$ cat config.mk
export PLATFORM = sky130hd
export DESIGN_NAME = hed_ctrl
export DESIGN_NICKNAME = d
export VERILOG_FILES = /design/src/rtl/core/hed_pkg.sv /design/src/rtl/core/hed_ctrl.sv
export SDC_FILE = /design/constraint.sdc
export NUM_CORES = 1
export LEC_CHECK = 0
export BUFFER_PORTS_ARGS = -buffer_cell sky130_fd_sc_hd__buf_4
export CAP_MARGIN = 0
export CORE_ASPECT_RATIO = 0.75
export CORE_MARGIN = 10
export CORE_UTILIZATION = 40
export CTS_BUF_LIST = sky130_fd_sc_hd__clkbuf_4 sky130_fd_sc_hd__clkbuf_8
export CTS_CLUSTER_SIZE = 14
export DETAILED_ROUTE_END_ITERATION = 10
export PLACE_DENSITY = 0.66
export SLEW_MARGIN = 20
export SYNTH_ARGS = -nofsm -noshare
export SYNTH_HDL_FRONTEND = slang
export SYNTH_SLANG_ARGS = --single-unit
$ cat constraint.sdc
create_clock -name clk -period 4.44 [get_ports clk]
set_input_delay 0.222 -clock clk [delete_from_list [all_inputs] [get_ports clk]]
set_output_delay 0.222 -clock clk [all_outputs]
set_load 0.005 [all_outputs]
$ cat src/rtl/core/hed_pkg.sv
// hed_pkg: shared types, constants and the named-reference rom for the html entity decoder
// depends on nothing; used by hed_ctrl, hed_dp and the top level
package hed_pkg;

    localparam int MaxPending = 32;
    localparam int NameCount  = 253;
    localparam int RomLen     = 253;
    localparam int HeldAw     = $clog2(MaxPending);
    localparam int CntW       = $clog2(MaxPending + 1);
    localparam int RomAw      = $clog2(RomLen);

    localparam logic [7:0]  ChAmp  = 8'h26;
    localparam logic [7:0]  ChSemi = 8'h3B;
    localparam logic [7:0]  ChHash = 8'h23;
    localparam logic [20:0] CpLimit = 21'h10FFFF;

    typedef struct packed {
        logic [7:0] in_byte;
        logic       end_of_input;
    } in_item_t;

    typedef struct packed {
        logic [7:0] out_byte;
        logic       last_of_run;
        logic       stream_done;
    } out_item_t;

    typedef enum logic [2:0] {
        ST_IDLE,
        ST_SEARCH,
        ST_UTF8,
        ST_FLUSH,
        ST_LIT,
        ST_OUT
    } state_t;

    // controller -> datapath
    typedef struct packed {
        logic latch_in;
        logic store_byte;
        logic start_ref;
        logic clear_held;
        logic search_clr;
        logic search_step;
        logic utf8_load;
        logic utf8_step;
        logic flush_clr;
        logic flush_step;
        logic emit_lit;
        logic emit_held;
        logic emit_utf8;
        logic emit_last;
        logic emit_done;
    } dp_cmd_t;

    // datapath -> controller
    typedef struct packed {
        logic       is_amp;
        logic       is_semi;
        logic       eoi;
        logic       held_zero;
        logic       held_full;
        logic       num_kind;
        logic       num_ok;
        logic       name_len_ok;
        logic       search_hit;
        logic       search_end;
        logic       utf8_last;
        logic       flush_last;
    } dp_sts_t;

    typedef struct packed {
        logic [3:0]  len;
        logic [63:0] nm;
        logic [20:0] cp;
    } rom_ent_t;

    function automatic rom_ent_t rom_mk(input string s, input logic [20:0] cp);
        rom_ent_t e;
        e.len = 4'(s.len());
        e.nm  = '0;
        e.cp  = cp;
        for (int i = 0; i < 8; i++) begin
            if (i < s.len()) e.nm[i*8 +: 8] = s[i];
        end
        return e;
    endfunction

    function automatic rom_ent_t rom_at(input logic [RomAw-1:0] a);
        case (a)
        0: return rom_mk("AElig",'hC6); 1: return rom_mk("Aacute",'hC1);
        2: return rom_mk("Acirc",'hC2); 3: return rom_mk("Agrave",'hC0);
        4: return rom_mk("Alpha",'h391); 5: return rom_mk("Aring",'hC5);
        6: return rom_mk("Atilde",'hC3); 7: return rom_mk("Auml",'hC4);
        8: return rom_mk("Beta",'h392); 9: return rom_mk("Ccedil",'hC7);
        10: return rom_mk("Chi",'h3A7); 11: return rom_mk("Dagger",'h2021);
        12: return rom_mk("Delta",'h394); 13: return rom_mk("ETH",'hD0);
        14: return rom_mk("Eacute",'hC9); 15: return rom_mk("Ecirc",'hCA);
        16: return rom_mk("Egrave",'hC8); 17: return rom_mk("Epsilon",'h395);
        18: return rom_mk("Eta",'h397); 19: return rom_mk("Euml",'hCB);
        20: return rom_mk("Gamma",'h393); 21: return rom_mk("Iacute",'hCD);
        22: return rom_mk("Icirc",'hCE); 23: return rom_mk("Igrave",'hCC);
        24: return rom_mk("Iota",'h399); 25: return rom_mk("Iuml",'hCF);
        26: return rom_mk("Kappa",'h39A); 27: return rom_mk("Lambda",'h39B);
        28: return rom_mk("Mu",'h39C); 29: return rom_mk("Ntilde",'hD1);
        30: return rom_mk("Nu",'h39D); 31: return rom_mk("OElig",'h152);
        32: return rom_mk("Oacute",'hD3); 33: return rom_mk("Ocirc",'hD4);
        34: return rom_mk("Ograve",'hD2); 35: return rom_mk("Omega",'h3A9);
        36: return rom_mk("Omicron",'h39F); 37: return rom_mk("Oslash",'hD8);
        38: return rom_mk("Otilde",'hD5); 39: return rom_mk("Ouml",'hD6);
        40: return rom_mk("Phi",'h3A6); 41: return rom_mk("Pi",'h3A0);
        42: return rom_mk("Prime",'h2033); 43: return rom_mk("Psi",'h3A8);
        44: return rom_mk("Rho",'h3A1); 45: return rom_mk("Scaron",'h160);
        46: return rom_mk("Sigma",'h3A3); 47: return rom_mk("THORN",'hDE);
        48: return rom_mk("Tau",'h3A4); 49: return rom_mk("Theta",'h398);
        50: return rom_mk("Uacute",'hDA); 51: return rom_mk("Ucirc",'hDB);
        52: return rom_mk("Ugrave",'hD9); 53: return rom_mk("Upsilon",'h3A5);
        54: return rom_mk("Uuml",'hDC); 55: return rom_mk("Xi",'h39E);
        56: return rom_mk("Yacute",'hDD); 57: return rom_mk("Yuml",'h178);
        58: return rom_mk("Zeta",'h396); 59: return rom_mk("aacute",'hE1);
        60: return rom_mk("acirc",'hE2); 61: return rom_mk("acute",'hB4);
        62: return rom_mk("aelig",'hE6); 63: return rom_mk("agrave",'hE0);
        64: return rom_mk("alefsym",'h2135); 65: return rom_mk("alpha",'h3B1);
        66: return rom_mk("amp",'h26); 67: return rom_mk("and",'h2227);
        68: return rom_mk("ang",'h2220); 69: return rom_mk("apos",'h27);
        70: return rom_mk("aring",'hE5); 71: return rom_mk("asymp",'h2248);
        72: return rom_mk("atilde",'hE3); 73: return rom_mk("auml",'hE4);
        74: return rom_mk("bdquo",'h201E); 75: return rom_mk("beta",'h3B2);
        76: return rom_mk("brvbar",'hA6); 77: return rom_mk("bull",'h2022);
        78: return rom_mk("cap",'h2229); 79: return rom_mk("ccedil",'hE7);
        80: return rom_mk("cedil",'hB8); 81: return rom_mk("cent",'hA2);
        82: return rom_mk("chi",'h3C7); 83: return rom_mk("circ",'h2C6);
        84: return rom_mk("clubs",'h2663); 85: return rom_mk("cong",'h2245);
        86: return rom_mk("copy",'hA9); 87: return rom_mk("crarr",'h21B5);
        88: return rom_mk("cup",'h222A); 89: return rom_mk("curren",'hA4);
        90: return rom_mk("dArr",'h21D3); 91: return rom_mk("dagger",'h2020);
        92: return rom_mk("darr",'h2193); 93: return rom_mk("deg",'hB0);
        94: return rom_mk("delta",'h3B4); 95: return rom_mk("diams",'h2666);
        96: return rom_mk("divide",'hF7); 97: return rom_mk("eacute",'hE9);
        98: return rom_mk("ecirc",'hEA); 99: return rom_mk("egrave",'hE8);
        100: return rom_mk("empty",'h2205); 101: return rom_mk("emsp",'h2003);
        102: return rom_mk("ensp",'h2002); 103: return rom_mk("epsilon",'h3B5);
        104: return rom_mk("equiv",'h2261); 105: return rom_mk("eta",'h3B7);
        106: return rom_mk("eth",'hF0); 107: return rom_mk("euml",'hEB);
        108: return rom_mk("euro",'h20AC); 109: return rom_mk("exist",'h2203);
        110: return rom_mk("fnof",'h192); 111: return rom_mk("forall",'h2200);
        112: return rom_mk("frac12",'hBD); 113: return rom_mk("frac14",'hBC);
        114: return rom_mk("frac34",'hBE); 115: return rom_mk("frasl",'h2044);
        116: return rom_mk("gamma",'h3B3); 117: return rom_mk("ge",'h2265);
        118: return rom_mk("gt",'h3E); 119: return rom_mk("hArr",'h21D4);
        120: return rom_mk("harr",'h2194); 121: return rom_mk("hearts",'h2665);
        122: return rom_mk("hellip",'h2026); 123: return rom_mk("iacute",'hED);
        124: return rom_mk("icirc",'hEE); 125: return rom_mk("iexcl",'hA1);
        126: return rom_mk("igrave",'hEC); 127: return rom_mk("image",'h2111);
        128: return rom_mk("infin",'h221E); 129: return rom_mk("int",'h222B);
        130: return rom_mk("iota",'h3B9); 131: return rom_mk("iquest",'hBF);
        132: return rom_mk("isin",'h2208); 133: return rom_mk("iuml",'hEF);
        134: return rom_mk("kappa",'h3BA); 135: return rom_mk("lArr",'h21D0);
        136: return rom_mk("lambda",'h3BB); 137: return rom_mk("lang",'h2329);
        138: return rom_mk("laquo",'hAB); 139: return rom_mk("larr",'h2190);
        140: return rom_mk("lceil",'h2308); 141: return rom_mk("ldquo",'h201C);
        142: return rom_mk("le",'h2264); 143: return rom_mk("lfloor",'h230A);
        144: return rom_mk("lowast",'h2217); 145: return rom_mk("loz",'h25CA);
        146: return rom_mk("lrm",'h200E); 147: return rom_mk("lsaquo",'h2039);
        148: return rom_mk("lsquo",'h2018); 149: return rom_mk("lt",'h3C);
        150: return rom_mk("macr",'hAF); 151: return rom_mk("mdash",'h2014);
        152: return rom_mk("micro",'hB5); 153: return rom_mk("middot",'hB7);
        154: return rom_mk("minus",'h2212); 155: return rom_mk("mu",'h3BC);
        156: return rom_mk("nabla",'h2207); 157: return rom_mk("nbsp",'hA0);
        158: return rom_mk("ndash",'h2013); 159: return rom_mk("ne",'h2260);
        160: return rom_mk("ni",'h220B); 161: return rom_mk("not",'hAC);
        162: return rom_mk("notin",'h2209); 163: return rom_mk("nsub",'h2284);
        164: return rom_mk("ntilde",'hF1); 165: return rom_mk("nu",'h3BD);
        166: return rom_mk("oacute",'hF3); 167: return rom_mk("ocirc",'hF4);
        168: return rom_mk("oelig",'h153); 169: return rom_mk("ograve",'hF2);
        170: return rom_mk("oline",'h203E); 171: return rom_mk("omega",'h3C9);
        172: return rom_mk("omicron",'h3BF); 173: return rom_mk("oplus",'h2295);
        174: return rom_mk("or",'h2228); 175: return rom_mk("ordf",'hAA);
        176: return rom_mk("ordm",'hBA); 177: return rom_mk("oslash",'hF8);
        178: return rom_mk("otilde",'hF5); 179: return rom_mk("otimes",'h2297);
        180: return rom_mk("ouml",'hF6); 181: return rom_mk("para",'hB6);
        182: return rom_mk("part",'h2202); 183: return rom_mk("permil",'h2030);
        184: return rom_mk("perp",'h22A5); 185: return rom_mk("phi",'h3C6);
        186: return rom_mk("pi",'h3C0); 187: return rom_mk("piv",'h3D6);
        188: return rom_mk("plusmn",'hB1); 189: return rom_mk("pound",'hA3);
        190: return rom_mk("prime",'h2032); 191: return rom_mk("prod",'h220F);
        192: return rom_mk("prop",'h221D); 193: return rom_mk("psi",'h3C8);
        194: return rom_mk("quot",'h22); 195: return rom_mk("rArr",'h21D2);
        196: return rom_mk("radic",'h221A); 197: return rom_mk("rang",'h232A);
        198: return rom_mk("raquo",'hBB); 199: return rom_mk("rarr",'h2192);
        200: return rom_mk("rceil",'h2309); 201: return rom_mk("rdquo",'h201D);
        202: return rom_mk("real",'h211C); 203: return rom_mk("reg",'hAE);
        204: return rom_mk("rfloor",'h230B); 205: return rom_mk("rho",'h3C1);
        206: return rom_mk("rlm",'h200F); 207: return rom_mk("rsaquo",'h203A);
        208: return rom_mk("rsquo",'h2019); 209: return rom_mk("sbquo",'h201A);
        210: return rom_mk("scaron",'h161); 211: return rom_mk("sdot",'h22C5);
        212: return rom_mk("sect",'hA7); 213: return rom_mk("shy",'hAD);
        214: return rom_mk("sigma",'h3C3); 215: return rom_mk("sigmaf",'h3C2);
        216: return rom_mk("sim",'h223C); 217: return rom_mk("spades",'h2660);
        218: return rom_mk("sub",'h2282); 219: return rom_mk("sube",'h2286);
        220: return rom_mk("sum",'h2211); 221: return rom_mk("sup",'h2283);
        222: return rom_mk("sup1",'hB9); 223: return rom_mk("sup2",'hB2);
        224: return rom_mk("sup3",'hB3); 225: return rom_mk("supe",'h2287);
        226: return rom_mk("szlig",'hDF); 227: return rom_mk("tau",'h3C4);
        228: return rom_mk("there4",'h2234); 229: return rom_mk("theta",'h3B8);
        230: return rom_mk("thetasym",'h3D1); 231: return rom_mk("thinsp",'h2009);
        232: return rom_mk("thorn",'hFE); 233: return rom_mk("tilde",'h2DC);
        234: return rom_mk("times",'hD7); 235: return rom_mk("trade",'h2122);
        236: return rom_mk("uArr",'h21D1); 237: return rom_mk("uacute",'hFA);
        238: return rom_mk("uarr",'h2191); 239: return rom_mk("ucirc",'hFB);
        240: return rom_mk("ugrave",'hF9); 241: return rom_mk("uml",'hA8);
        242: return rom_mk("upsih",'h3D2); 243: return rom_mk("upsilon",'h3C5);
        244: return rom_mk("uuml",'hFC); 245: return rom_mk("weierp",'h2118);
        246: return rom_mk("xi",'h3BE); 247: return rom_mk("yacute",'hFD);
        248: return rom_mk("yen",'hA5); 249: return rom_mk("yuml",'hFF);
        250: return rom_mk("zeta",'h3B6); 251: return rom_mk("zwj",'h200D);
        252: return rom_mk("zwnj",'h200C);
        default: return rom_mk("", '0);
        endcase
    endfunction

endpackage

$ cat src/rtl/core/hed_ctrl.sv
// hed_ctrl: sequencer for the html entity decoder
// depends on hed_pkg; drives hed_dp through dp_cmd_t
module hed_ctrl (
    input  logic             clk,
    input  logic             rst_n,
    input  logic             in_valid,
    output logic             in_ready,
    output logic             out_valid,
    input  logic             out_ready,
    input  hed_pkg::dp_sts_t sts,
    output hed_pkg::dp_cmd_t cmd
);

    hed_pkg::state_t state_reg, state_next, ret_reg, ret_next;
    logic            phase_reg, phase_next;   // flush: 0 = address, 1 = data ready
    logic            tail_reg, tail_next;     // flush followed by literal byte
    logic            restart_reg, restart_next;
    logic            step_done_reg, step_done_next;
    logic            search_wait_reg, search_wait_next;

    always_ff @(posedge clk or negedge rst_n)
    begin
        if (!rst_n)
        begin
            state_reg       <= hed_pkg::ST_IDLE;
            ret_reg         <= hed_pkg::ST_IDLE;
            phase_reg       <= 1'b0;
            tail_reg        <= 1'b0;
            restart_reg     <= 1'b0;
            step_done_reg   <= 1'b0;
            search_wait_reg <= 1'b0;
        end
        else
        begin
            state_reg       <= state_next;
            ret_reg         <= ret_next;
            phase_reg       <= phase_next;
            tail_reg        <= tail_next;
            restart_reg     <= restart_next;
            step_done_reg   <= step_done_next;
            search_wait_reg <= search_wait_next;
        end
    end

    logic outfree;
    assign outfree = !out_valid || out_ready;

    // next state and commands; the latched item is dispatched in ST_LIT in the cycle after accept
    always_comb
    begin
        state_next       = state_reg;
        ret_next         = ret_reg;
        phase_next       = phase_reg;
        tail_next        = tail_reg;
        restart_next     = restart_reg;
        step_done_next   = step_done_reg;
        search_wait_next = search_wait_reg;
        cmd              = '0;
        case (state_reg)
        hed_pkg::ST_IDLE:
            if (in_valid)
            begin
                cmd.latch_in = 1'b1;
                state_next   = hed_pkg::ST_LIT;
                step_done_next = 1'b0;
            end
        hed_pkg::ST_LIT:
            // dispatch the latched byte
            if (step_done_reg)
            begin
                if (sts.eoi && !sts.held_zero)
                begin
                    cmd.flush_clr = 1'b1;
                    phase_next = 1'b0; tail_next = 1'b0; restart_next = 1'b0;
                    state_next = hed_pkg::ST_FLUSH;
                end
                else state_next = hed_pkg::ST_IDLE;
            end
            else if (sts.held_zero)
            begin
                if (sts.is_amp)
                begin
                    cmd.start_ref = 1'b1;
                    step_done_next = 1'b1;
                end
                else if (outfree)
                begin
                    cmd.emit_lit  = 1'b1;
                    cmd.emit_last = 1'b1;
                    cmd.emit_done = sts.eoi;
                    state_next    = hed_pkg::ST_OUT;
                end
            end
            else if (sts.is_amp)
            begin
                cmd.flush_clr = 1'b1;
                phase_next = 1'b0; tail_next = 1'b0; restart_next = 1'b1;
                state_next = hed_pkg::ST_FLUSH;
            end
            else if (sts.is_semi)
            begin
                if (sts.num_kind ? sts.num_ok : sts.name_len_ok)
                begin
                    cmd.search_clr = 1'b1;
                    search_wait_next = 1'b0;
                    state_next = hed_pkg::ST_SEARCH;
                end
                else
                begin
                    cmd.flush_clr = 1'b1;
                    phase_next = 1'b0; tail_next = 1'b1; restart_next = 1'b0;
                    state_next = hed_pkg::ST_FLUSH;
                end
            end
            else if (sts.held_full)
            begin
                cmd.flush_clr = 1'b1;
                phase_next = 1'b0; tail_next = 1'b1; restart_next = 1'b0;
                state_next = hed_pkg::ST_FLUSH;
            end
            else
            begin
                cmd.store_byte = 1'b1;
                step_done_next = 1'b1;
            end
        hed_pkg::ST_SEARCH:
            if (sts.num_kind)
            begin
                cmd.utf8_load = 1'b1;
                state_next = hed_pkg::ST_UTF8;
            end
            else if (search_wait_reg)
            begin
                // the cycle after a step: hit is visible
                search_wait_next = 1'b0;
                if (sts.search_hit)
                begin
                    cmd.utf8_load = 1'b1;
                    state_next = hed_pkg::ST_UTF8;
                end
                else if (sts.search_end)
                begin
                    cmd.flush_clr = 1'b1;
                    phase_next = 1'b0; tail_next = 1'b1; restart_next = 1'b0;
                    state_next = hed_pkg::ST_FLUSH;
                end
                else
                begin
                    cmd.search_step = 1'b1;
                    search_wait_next = 1'b1;
                end
            end
            else
            begin
                cmd.search_step = 1'b1;
                search_wait_next = 1'b1;
            end
        hed_pkg::ST_UTF8:
            if (outfree)
            begin
                cmd.emit_utf8 = 1'b1;
                cmd.utf8_step = 1'b1;
                if (sts.utf8_last)
                begin
                    cmd.clear_held = 1'b1;
                    cmd.emit_last  = 1'b1;
                    cmd.emit_done  = sts.eoi;
                    ret_next   = hed_pkg::ST_IDLE;
                    state_next = hed_pkg::ST_OUT;
                end
            end
        hed_pkg::ST_FLUSH:
            if (!phase_reg)
            begin
                // memory read in flight
                phase_next = 1'b1;
            end
            else if (outfree)
            begin
                cmd.emit_held = 1'b1;
                if (sts.flush_last)
                begin
                    cmd.clear_held = !restart_reg;
                    cmd.start_ref  = restart_reg;
                    if (tail_reg)
                    begin
                        cmd.emit_last = 1'b0;
                        state_next = hed_pkg::ST_LIT;
                        step_done_next = 1'b0;
                    end
                    else if (restart_reg)
                    begin
                        // restart with eoi still to flush the new '&'
                        cmd.emit_last = !sts.eoi;
                        state_next = hed_pkg::ST_LIT;
                        step_done_next = 1'b1;
                        restart_next = 1'b0;
                    end
                    else
                    begin
                        cmd.emit_last = 1'b1;
                        cmd.emit_done = sts.eoi;
                        ret_next   = hed_pkg::ST_IDLE;
                        state_next = hed_pkg::ST_OUT;
                    end
                end
                else
                begin
                    cmd.flush_step = 1'b1;
                    phase_next = 1'b0;
                end
            end
        hed_pkg::ST_OUT:
            state_next = hed_pkg::ST_IDLE;
        default:
            state_next = hed_pkg::ST_IDLE;
        endcase
    end

    // output valid tracking
    logic ov_reg;
    always_ff @(posedge clk or negedge rst_n)
    begin
        if (!rst_n) ov_reg <= 1'b0;
        else if (cmd.emit_lit || cmd.emit_held || cmd.emit_utf8) ov_reg <= 1'b1;
        else if (out_ready) ov_reg <= 1'b0;
    end

    assign out_valid = ov_reg;
    assign in_ready  = (state_reg == hed_pkg::ST_IDLE);

endmodule
==> results.md, run 1 <==
* Status: complete, no violations
* Die width at 75.9 µm
* Drt initial violations at 50
* Static Leak at around 0.58 nW
* Final Hold Fails at 0
* Post-CTS Setup Repair Bufs at 0
* CTS tree: built
* Initial core utilization at 41.2%
* Diode count at 0
* Via count at ~1000
* Fin util at approximately 53%
* H-tree level count at 1
* Sw Share at 45.6%
* Syn. warnings at 0
* Placed insts at approximately 180
* GP Congestion at roughly 0.87
* Filler Cell Count at ~220
* Sequential share of power at 29.2%
* Clock sink total at 9
* WP data arrival at 2.33 ns
* Io pins at 33
* Int Pwr at approximately 0.34 mW
* Most used DFF post-synth: dfrtp_1
* FP Rows at 15
* Number of flops mapped to enable cells by yosys at 0
* Synthesized Nets at 136
* Share of synthesized flip-flops with an asynchronous set or reset at 100%
* ANT nets after route at 0
* Max reg flops at 3
* All-Layer GR Usage at 12.5%
* Share of post-route cells with drive strength above 1 at a little under a third
* Vias in the first global route at 973
* Syn_area_per_cell at 7.80 µm²
* Required time worst endpoint at 4.22 ns
* Placement Cell Area at 1170 µm²
* Congestion Overflow GR at 0
* Synthesized area at 936 µm²
* Worst Path Class, Setup: register to output port
* Final #Nets at 166
* Clock period minus worst slack at 2.55 ns
* Peak VDD IR at 0.000262 V
* Worst skew pair latency at 0.27 ns
* Routed WL at 2850 µm
* Type of the worst min-delay path: input pin to register
* Register clock-pin slew on the reported worst setup and hold paths at 0.06 ns
* Pwr Density at 524 nW/µm²
* Post-Layout Cell Count at 183
* Clk pwr share at 11.3%
* DR pass1 iterations at 5
* Most common cell after layout, fill and taps aside: buf_4
* CTS Buf Count at 3
* Initial antenna violation count at 0
* Pins Over Slew Limit at 0
* Pin count of the biggest net entering global routing at 17
* Most frequent cells in the layout: buf_4 (32), nor2_1 (16), dfrtp_1 (9)
* Clock Tree Buf Depth at 2
* CTS root buffer: clkbuf_4
* Max-cap violations at 0
* Area Overhead vs Synth at 28.9%
* Final instance area at 1210 µm²
* Port Buffers at 32
* Chip height at between 60 and 70 µm
* Mapped Cells at 120
* CP startpoint kind: register
* Sequential share of the synthesized area at 24.1%
* Max Clk Rate at 392 MHz
* Drt via density at between 5 and 6
* Post-CTS sizing at 0
* Finish-stage setup viols at 0
* Sw Pwr at 0.288 mW
* Comb pwr share at roughly 60%
* Cts hold-fix bufs at 1
* Critical path capture point type: output port
* Worst Clk Skew at 0.00470 ns
* FF+latch count, synth at 9
* Worst Max-Slew Pin Slew at a little under 0.7 ns
* Core box area at 2270 µm²
* Worst-path maximum fanout at 16
* Setup TNS at 0 ns
* Worst slew margin at 53.8%
* Final Cycle Share at around 57%
* Dpl hpwl at approximately 2300 µm
* Full die area at 4690 µm²
* Synth cell types at between 40 and 50
* RSZ-0062 raised after global routing: no
* Global-route wire length before repair at 4430 µm
* Residual DRC at 0
* Routed len/inst at 15.6 µm
layer usage:
layer | global-route usage [%] | share of wire (%) | vias up
met1 | 15.3 | 45 | 484
met3 | 4.60 | 6.3 | 2
li1 | - | - | 497
met4 | 3.96 | 0.53 | 0
met2 | 19.7 | 48 | 34
met5 | 0 | 0 | -
power groups by stage:
stage	Sequential, mW	Combinational, mW	Clock, mW
3_5_place_dp	0.183	0.373	0
4_1_cts	0.181	0.376	0.0741
6_report	0.185	0.376	0.0713
5_1_grt	0.192	0.417	0.0778
2_1_floorplan	0.142	0.310	0
3_3_place_gp	0.179	0.370	0
per-stage QoR:
step,setup WS [ns],hold slack [ns],power (mW)
global route,1.79,0.284,0.687
global placement,2.26,0.0580,0.549
detailed placement,2.19,0.0590,0.556
finish,1.89,0.245,0.632
CTS,1.89,0.238,0.631
floorplan,2.45,-0.0736,0.452
synth_stat cells, drive strengths merged (2+ instances only):
master   instances  area share, %
a211o            2            1.9
buf              6            4.8
and2b            2            1.7
o2bb2ai          2            1.9
inv              7            2.8
mux2i            2            2.1
mux2             3            3.6
a211oi           2            2.1
or3              2            1.9
or2              2            1.3
a32o             2            2.1
a41oi            2            1.9
nor2            17            7.6
nand2            4            1.6
dfrtp            9             24
clkbuf           2           0.80
o21ai            9            4.8
a21boi           2            2.8
and2             3            2.0
nor3             7            4.3
a21o             2            1.6
nand3            4            2.1
or3b             2            1.9
nor2b            2            1.3
a21oi            8            4.3
nand2b           3            2.0
worst max-delay path, cell delays in order (launching register included):
cell and delay (ns):
dfrtp_1 0.54, or3b_1 0.56, or3_4 0.43, a21boi_4 0.15, nor2_4 0.09, o221a_1 0.18
buf_4 0.10
logic make-up (layout without fill, tap and decap cells):
group	count (synthesis)	after routing	share of synthesized area (%)
buf+inv	15	44	8.42
flops	9	9	24.1
mux	5	5	5.75
simple gates	52	52	31.2
compound gates	39	39	30.6
cell type report:
class	count	area (µm²)	area share (%)
clock buffers	4	30.0	2.49
repair buffers	33	250	20.7
flip-flops and latches	9	225	18.7
multi-input cells	96	632	52.4
well taps	34	42.5	3.53
inverters	7	26.3	2.18
worst paths after layout:
path                            slack, ns                           to  cells past startpoint                     start
worst max-delay path                 1.89                       cmd[0]                      6  state_reg[0]$_DFFE_PN0P_
worst min-delay path                 0.25      restart_reg$_DFFE_PN0P_                      3                   sts[11]
worst max register to register       2.29         tail_reg$_DFFE_PN0P_                      5  state_reg[0]$_DFFE_PN0P_
worst min register to register       0.57        phase_reg$_DFFE_PN0P_                      1     phase_reg$_DFFE_PN0P_
max in group asynchronous            3.98  search_wait_reg$_DFFE_PN0P_                      2                     rst_n
min in group asynchronous            0.32        phase_reg$_DFFE_PN0P_                      2                     rst_n
(Power assumes the default switching activity.)
==> inputs of run 2 (changes only) <==
Clock period 4.44 ns to 2.65 ns, I/O delays scaled along.
==> run 2 against run 1 <==
  * Combinational power up 68%
  * Sequential power up 65%
  * Power up 67%
  * Largest cell class unchanged
  * Sequential cell count unchanged
  * Clock power up 70%
  * Die area unchanged
  * Core utilization up 0.33 points
  * Final area up 0.62%
==> results.md, run 2 (synthesis results as in run 1) <==
* Chip height at 61.9 µm (unchanged)
* Required time worst endpoint at 2.52 ns (-1.70 ns)
* Final instance area at 1210 µm² (+0.62%)
* Comb pwr share at 59.6% (about the same)
* Share of post-route cells with drive strength above 1 at 30.7% (+0.47 points)
* Sw Share at 45.0% (-0.54 points)
* Int Pwr at 0.580 mW (+69%)
* Dpl hpwl at 2210 µm (-3.4%)
* Global-route wire length before repair at 4380 µm (-1.1%)
* RSZ-0062 raised after global routing: no
* Setup ws final at 0.232 ns (-1.66 ns)
* Filler Cell Count at 207 (-6.8%)
* Max Clk Rate at 414 MHz
* Pin count of the biggest net entering global routing at 17 (unchanged)
* Setup TNS at 0 ns (unchanged)
* Core box area at 2270 µm² (unchanged)
* Pins Over Slew Limit at 0 (unchanged)
* Slowest CP cell: or3b_1
* DR pass1 iterations at 4 (-1)
* FP Rows at 15 (unchanged)
* Routed len/inst at 15.0 µm (-3.3%)
* Max reg flops at 3 (unchanged)
* CTS tree: built
* Routed WL at 2770 µm (-2.8%)
* Sequential share of power at 28.9% (-0.3 points)
* ANT nets after route at 0 (unchanged)
* Congestion Overflow GR at 0 (unchanged)
* Placement Cell Area at 1170 µm² (+0.64%)
* Register area at 225 µm² (unchanged)
* Worst Path Class, Setup: register to output port
* Clock Tree Buf Depth at 2 (unchanged)
* Clock period minus worst slack at 2.42 ns
* H-tree level count at 1 (unchanged)
* Final Hold Fails at 0 (unchanged)
* Max-cap violations at 0 (unchanged)
* Critical path capture point type: output port
* Drt initial violations at 80 (+60%)
* WP buf/inv at 1 (unchanged)
* Worst hold slack at 0.157 ns (-0.0879 ns)
* CP startpoint kind: register
* Clock sink total at 9 (unchanged)
* Diode count at 0 (unchanged)
* Status: complete, no violations
* CTS root buffer: clkbuf_4
* Static Leak at 0.583 nW (+0.92%)
* Io pins at 33 (unchanged)
* GP Congestion at 0.885 (+1.7%)
* Vias in the first global route at 943 (-3.1%)
* Final Cycle Share at between 90% and 100%
* Initial core utilization at 41.2% (unchanged)
* Worst Clk Skew at 0.000830 ns (-0.00387 ns)
* CP Cell Sequence: or3b_1 -> or3_4 -> a21boi_4 -> nor2_4 -> o221a_1 -> buf_4
* Crit path max-delay family: simple AND/OR/NAND/NOR gates
* Drt via density at 5.37 (-3.4%)
* Full die area at 4690 µm² (unchanged)
* Most common cell after layout, fill and taps aside: buf_4
* Die width at 75.9 µm (unchanged)
* Multi-input gate area at 632 µm² (unchanged)
* CTS Buf Count at 3 (unchanged)
* Worst-path maximum fanout at 16 (unchanged)
* Highest cell delay on the worst timing path at 0.55 ns (about the same)
* Sw Pwr at 0.476 mW (+65%)
* Worst Max-Slew Pin Slew at 0.416 ns (-0.275 ns)
* Port Buffers at 32 (unchanged)
* Post-CTS Setup Repair Bufs at 0 (unchanged)
* Worst slew margin at 72.0% (+18 points)
* Via count at 988 (-2.9%)
* All-Layer GR Usage at 12.2% (-0.27 points)
* Type of the worst min-delay path: input pin to register
* Initial antenna violation count at 0 (unchanged)
* Post-CTS sizing at 0 (unchanged)
* Most frequent cells in the layout: buf_4 (33), nor2_1 (16), dfrtp_1 (9)
* Residual DRC at 0 (unchanged)
* Peak VDD IR at 0.000404 V (+55%)
* Pre-CTS setup slack at 0.524 ns (-1.67 ns)
* Area Overhead vs Synth at 29.7%
* Worst skew pair latency at 0.26 ns (about the same)
* Clk pwr share at 11.5% (+0.2 points)
* Power Total at 1.06 mW (+67%)
* Final #Nets at 167 (+0.60%)
* Pwr Density at 870 nW/µm² (+66%)
* Register clock-pin slew on the reported worst setup and hold paths at 0.06 ns (about the same)
* WP data arrival at 2.29 ns (-0.04 ns)
* Finish-stage setup viols at 0 (unchanged)
-- run 2: cell types whose count changed in the layout (fill, tap and decap cells not counted), sizes merged --
| cell | change |
|---|---|
| buf | +1 |
-- run 2: power groups by stage --
stage | Combinational [mW] | Sequential (mW) | Clock (mW)
6_report | 0.630 | 0.305 | 0.121
5_1_grt | 0.702 | 0.321 | 0.131
4_1_cts | 0.630 | 0.303 | 0.124
3_5_place_dp | 0.625 | 0.304 | 0
3_3_place_gp | 0.622 | 0.301 | 0
2_1_floorplan | 0.519 | 0.238 | 0
-- run 2: per-layer routing --
metal | up-vias | GRT usage [%] | part of all wire, %
met4 | 0 | 2.64 | 1.5
met5 | - | 0 | 0
met3 | 4 | 4.76 | 7.7
met1 | 452 | 15.3 | 44
met2 | 30 | 19.2 | 47
li1 | 502 | - | -
-- run 2: area by class of cell --
class                      count  share of cell area, %
inverter                       7                   2.16
tap                           34                   3.51
multi-input combinational     96                   52.1
timing repair buffer          34                   21.2
clock buffer                   4                   2.47
sequential                     9                   18.6
-- run 2: metrics by stage --
step,instances,util (%)
after floorplan,120,-
after global placement,179,51.7
after detailed placement,179,51.7
after CTS,184,53.4
after global routing,184,53.4
final,184,53.4
-- run 2: worst min-delay path, delay by kind of cell --
family          cells  cell delay [ns]
buf+inv             2             0.19
compound gates      1             0.07
-- run 2: timing repair --
action / 4_1_cts / 5_1_grt
hold buffers: 1 / 0
hold endpoints to repair: 9 / 0
endpoints found under the setup margin: 0 / 0
-- run 2: path summary, 6_finish.rpt --
path                                          startpoint  slack (ns)  cells after the start                        to
worst max-delay path            state_reg[0]$_DFFE_PN0P_        0.23                      6                    cmd[0]
worst min-delay path                             sts[11]        0.16                      3   restart_reg$_DFFE_PN0P_
worst max register to register  state_reg[0]$_DFFE_PN0P_        0.56                      5  state_reg[0]$_DFFE_PN0P_
worst min register to register     phase_reg$_DFFE_PN0P_        0.56                      1     phase_reg$_DFFE_PN0P_
max in group asynchronous                          rst_n        2.28                      2     phase_reg$_DFFE_PN0P_
min in group asynchronous                          rst_n        0.23                      2     out_valid$_DFFE_PN0P_
